**src/design/lzsd_pkg.sv**
```systemverilog
// Shared types and constants for the LZ sprite decompressor.
`timescale 1ns / 1ps
package lzsd_pkg;

  localparam int unsigned CountW = 27;
  localparam int unsigned OffsetW = 11;
  localparam int unsigned LenW = 5;

  localparam logic [CountW-1:0] MAX_SIZE = 27'h400_0000;
  localparam logic [7:0] HDR_REF_BIT = 8'h80;
  localparam logic [LenW-1:0] MAX_COPY_LEN = 5'd16;
  localparam logic [7:0] LIT_RUN_ZERO_LEN = 8'd128;

  localparam logic [1:0] ST_DATA = 2'd0;
  localparam logic [1:0] ST_OVERRUN = 2'd1;
  localparam logic [1:0] ST_OFFSET = 2'd2;

  typedef enum logic [1:0] {
    PH_DONE,
    PH_HEADER,
    PH_LITERAL,
    PH_OFFSET
  } phase_e;

  typedef enum logic [1:0] {
    CMD_LIT,
    CMD_COPY,
    CMD_FAIL
  } cmd_kind_e;

  typedef enum logic [1:0] {
    SRC_LIT,
    SRC_ZERO,
    SRC_MEM
  } src_e;

  typedef struct packed {
    cmd_kind_e          kind;
    logic               restart;
    logic [7:0]         lit;
    logic [OffsetW-1:0] offset;
    logic [LenW-1:0]    len;
    logic [1:0]         status;
    logic               last;
  } cmd_t;

endpackage

```
**src/design/lzsd_cmd_fifo.sv**
```systemverilog
// Small command queue between the parser and the copy engine.
`timescale 1ns / 1ps
module lzsd_cmd_fifo (
  input  logic           clk_i,
  input  logic           rst_ni,
  input  logic           push_i,
  input  lzsd_pkg::cmd_t data_i,
  output logic           full_o,
  input  logic           pop_i,
  output logic           empty_o,
  output lzsd_pkg::cmd_t data_o
);
  import lzsd_pkg::*;

  localparam int unsigned Depth = 4;
  localparam int unsigned PtrW = $clog2(Depth);

  cmd_t            slots_q [Depth];
  logic [PtrW-1:0] wr_ptr_q, rd_ptr_q;
  logic [PtrW:0]   count_q;

  assign full_o  = (count_q == (PtrW+1)'(Depth));
  assign empty_o = (count_q == '0);
  assign data_o  = slots_q[rd_ptr_q];

  always_ff @(posedge clk_i) begin
    if (push_i) begin
      slots_q[wr_ptr_q] <= data_i;
    end
  end

  always_ff @(posedge clk_i or negedge rst_ni) begin
    if (!rst_ni) begin
      wr_ptr_q <= '0;
      rd_ptr_q <= '0;
      count_q  <= '0;
    end else begin
      if (push_i) begin
        wr_ptr_q <= wr_ptr_q + 1'b1;
      end
      if (pop_i) begin
        rd_ptr_q <= rd_ptr_q + 1'b1;
      end
      case ({push_i, pop_i})
        2'b10:   count_q <= count_q + 1'b1;
        2'b01:   count_q <= count_q - 1'b1;
        default: count_q <= count_q;
      endcase
    end
  end

endmodule

```
**config.mk**
```make
export PLATFORM = sky130hd
export DESIGN_NAME = lzsd_cmd_fifo
export DESIGN_NICKNAME = d
export VERILOG_FILES = /design/src/design/lzsd_pkg.sv /design/src/design/lzsd_cmd_fifo.sv
export SDC_FILE = /design/constraint.sdc
export NUM_CORES = 1
export LEC_CHECK = 0
export BUFFER_PORTS_ARGS = -buffer_cell sky130_fd_sc_hd__buf_2
export CORE_MARGIN = 1
export CORE_UTILIZATION = 60
export CTS_BUF_LIST = sky130_fd_sc_hd__clkbuf_8 sky130_fd_sc_hd__clkbuf_16
export DETAILED_ROUTE_END_ITERATION = 8
export PLACE_DENSITY_LB_ADDON = 0.1
export SLEW_MARGIN = 25
export SYNTH_ARGS = -nofsm -noshare
export SYNTH_HDL_FRONTEND = slang
export SYNTH_SLANG_ARGS = --single-unit
```
**constraint.sdc**
```tcl
create_clock -name clk_i -period 4.6 [get_ports clk_i]
set_input_delay 0.92 -clock clk_i [delete_from_list [all_inputs] [get_ports clk_i]]
set_output_delay 0.92 -clock clk_i [all_outputs]
set_load 0.05 [all_outputs]
```
==> impl_metrics.py <==
metrics = {
    "global_route": {
        "initial_antenna_violation_count": 0,
        "pin_count_of_the_biggest_net_entering_global_routing": 33,
        "grt_remaining_overflow": 0,
        "via_count_of_the_first_global_routing_pass": 2307,
        "grt_first_pass_wirelength_mm": 12.5,
        "globalRouteTotalUtil": 0.219,
    },
    "cells_and_area": {
        "final_core_util": 0.752,
        "nNetsFinal": 312,
        "antenna_cells": 0,
        "drive_gt1_frac": 0.453,
        "area_overhead_vs_synth_pct": 21.3,
    },
    "clock_network": {
        "root_buffer": "sky130_fd_sc_hd__clkbuf_8",
        "post_cts.repair.setup_buffers": 0,
        "cts_max_level": 4,
        "tritoncts.num_buffers": 17,
        "clkSlewWorstSetupHoldPaths_ns": 0.06,
        "num_clock_sinks": 127,
        "clock_tree_from_tritoncts": "yes",
        "insertion_delay_ns": 0.51,
        "post_cts.resized_instances": 0,
        "clockBufferDepth": 2,
        "cts_hold_buffers": 0,
    },
    "setup_path": {
        "nature_of_the_critical_path_endpoint": "output pin",
        "timing.critical_path.from_type": "flip-flop",
        "timing.critical_path.required_ns": 3.68,
        "path_max_fanout": 19,
        "timing.reg2reg.worst_path_depth": 3,
        "critical_path.cell_chain": "buf_4, mux4_2, buf_2",
        "max_stage_delay_cell_worst_path": "sky130_fd_sc_hd__dfrtp_1",
        "critPathKind": "reg2out",
        "timing.critical_path.arrival_ns": 2.35,
        "cp_slowest_stage_delay_ns": 0.91,
    },
    "logic_synthesis": {
        "post_synthesis_mean_instance_area_sq_um": 24.6,
        "synth.ff_latch_count": 127,
        "number_of_different_library_cells_in_the_post_synthesis_netlist": 18,
        "synthesis.area_sq_um": 4770,
        "ys_warn_count": 0,
        "netlist_instances": 194,
        "syn_nets": 234,
        "synth.yosys.seq_area_share": 0.793,
    },
    "sta": {
        "fin_skew_ns": 0.00420,
        "timing_worst_slew_pin_value_ns": 0.867,
        "slew_headroom": 0.422,
        "timing.final.crit_share": 0.710,
        "timing.setup.tns_ns": 0,
        "report.final.setup_viol": 0,
        "unrepaired_setup_endpoints_after_global_routing": "no",
        "finalHoldViolCount": 0,
        "clock.fmax_mhz": 306,
        "final_period_minus_worst_setup_slack_ns": 3.27,
        "maxSlewViolCount": 0,
    },
    "detailed_routing": {
        "route.detailed.wl_per_inst_microns": 20.6,
        "drcViolationCount": 0,
        "drt.antenna.violating_nets": 0,
        "routed-via-count": 2137,
        "avgViaCountPerCell": 5.52,
        "wirelength_routed_mm": 7.97,
        "drtIter0Drc": 143,
        "number_of_detailed_route_iterations_in_the_first_pass": 4,
    },
    "run": {
        "timing.max_cap.violations": 0,
    },
    "floorplan": {
        "rows": 32,
        "boundaryPins": 66,
        "floorplan.initialDensity": 0.620,
        "design.die.area_sq_um": 8310,
        "die_height_microns": 91.1,
        "die-width_microns": 91.1,
        "core_sq_um": 7690,
    },
    "place": {
        "dp.final_hpwl_mm": 4.36,
        "number_of_buffer_cells_added_on_primary_ports": 65,
        "gp_congestion": 0.668,
    },
    "pwr": {
        "intPower_mw": 2.90,
        "sequential_cell_fraction_of_total_power": 0.377,
        "clockPowerShare": 0.310,
        "powerDensity_nw_per_um2": 781,
        "power.static_leakage_nw": 2.08,
        "combinationalPowerShare": 0.313,
        "power_switching_mw": 1.61,
        "power.ir.vdd_worst_mv": 0.559,
        "p_sw_frac": 0.357,
    },
    "hold_path": {
        "hp-class": "in2async",
    },
    "run_status": {
        "outcome": "completed",
    },
}
## cells in the mapped netlist
cell | number | share of area
sky130_fd_sc_hd__xnor2_1 | 2 | 0.0037
sky130_fd_sc_hd__nor2_1 | 1 | 0.00079
sky130_fd_sc_hd__o21ai_0 | 2 | 0.0021
sky130_fd_sc_hd__dfrtp_1 | 7 | 0.037
sky130_fd_sc_hd__buf_6 | 1 | 0.0024
sky130_fd_sc_hd__nor3_1 | 1 | 0.0010
sky130_fd_sc_hd__buf_12 | 3 | 0.013
sky130_fd_sc_hd__inv_1 | 6 | 0.0047
sky130_fd_sc_hd__fa_1 | 1 | 0.0042
sky130_fd_sc_hd__ha_1 | 5 | 0.013
sky130_fd_sc_hd__buf_2 | 3 | 0.0031
sky130_fd_sc_hd__and2_1 | 4 | 0.0052
sky130_fd_sc_hd__xor2_1 | 4 | 0.0073
sky130_fd_sc_hd__nand2_1 | 3 | 0.0024
sky130_fd_sc_hd__and3_1 | 1 | 0.0013
sky130_fd_sc_hd__mux4_1 | 2 | 0.011
sky130_fd_sc_hd__mux4_2 | 28 | 0.13
sky130_fd_sc_hd__edfxtp_1 | 120 | 0.76
## registers in the layout, summed over array words and instances (netlist names)
signal    count
rd_ptr_q      2
count_q       3
wr_ptr_q      2
slots_q     120
## per-stage QoR
step                      cells  setup WS (ns)  power, mW  instance area (sq um)  hold WS, ns
final                       387           1.33       4.52                   5780        0.244
after global routing        387           1.21       4.69                   5780        0.231
after CTS                   387           1.28       4.56                   5780        0.227
after detailed placement    355           1.85       3.15                   5150        0.480
after global placement      355           1.69       3.13                   5150        0.482
after floorplan             194           2.20       2.89                   4770        0.457
## power by group through the flow
stage | Combinational, mW | Sequential [mW] | Clock [mW]
detailed placement | 1.42 | 1.73 | 0
global placement | 1.41 | 1.72 | 0
floorplan | 1.31 | 1.59 | 0
CTS | 1.43 | 1.71 | 1.42
global route | 1.48 | 1.74 | 1.47
finish | 1.41 | 1.70 | 1.40
## area by class of cell
cell class	count	area (sq um)
tap	102	128
sequential	127	3780
multi-input combinational	54	885
fill	434	1900
timing repair buffer	66	333
clock inverter	15	219
inverter	6	22.5
clock buffer	17	414
## cells by family (layout without fill, tap and decap cells)
kind of cell | after synthesis | count (layout) | synth area share
XOR/XNOR | 6 | 6 | 0.0110
multiplexers | 30 | 30 | 0.143
buffers and inverters | 13 | 104 | 0.0228
AND/OR/NAND/NOR | 10 | 10 | 0.0108
adder cells (fa/ha/maj) | 6 | 6 | 0.0173
flip-flops | 127 | 127 | 0.793
AO/OA/AOI/OAI | 2 | 2 | 0.00210
## routing by layer
metal / part of all wire / track usage
met4: 0.022 / 0.101
met1: 0.40 / 0.268
met5: 0 / 0
met2: 0.53 / 0.363
met3: 0.044 / 0.0645
## cell usage in the layout (no fill, tap or decap), drive strengths merged, types with 2 or more instances in the layout
| master | n |
|---|---|
| dfrtp | 7 |
| clkbuf | 17 |
| mux4 | 30 |
| bufinv | 5 |
| buf | 66 |
| inv | 8 |
| clkinv | 7 |
| nand2 | 3 |
| and2 | 4 |
| o21ai | 2 |
| edfxtp | 120 |
| xor2 | 4 |
| ha | 5 |
| xnor2 | 2 |
## worst max-delay path, delay by kind of cell (launching register included)
kind | cells | cell delay (ns)
buffers and inverters | 2 | 0.59
muxes | 1 | 0.34
DFF | 1 | 0.91
## worst paths after layout
check                            start             end  slack [ns]
hold reg to reg             count_q[2]      count_q[2]        0.50
setup / recovery           rd_ptr_q[1]       data_o[7]        1.33
min in group clk_i          count_q[2]      count_q[2]        0.50
hold / removal                  rst_ni     wr_ptr_q[0]        0.24
max in group asynchronous       rst_ni     rd_ptr_q[0]        4.17
setup reg to reg           wr_ptr_q[0]  slots_q[0][18]        2.88
Power figures use the tool's default switching activity.
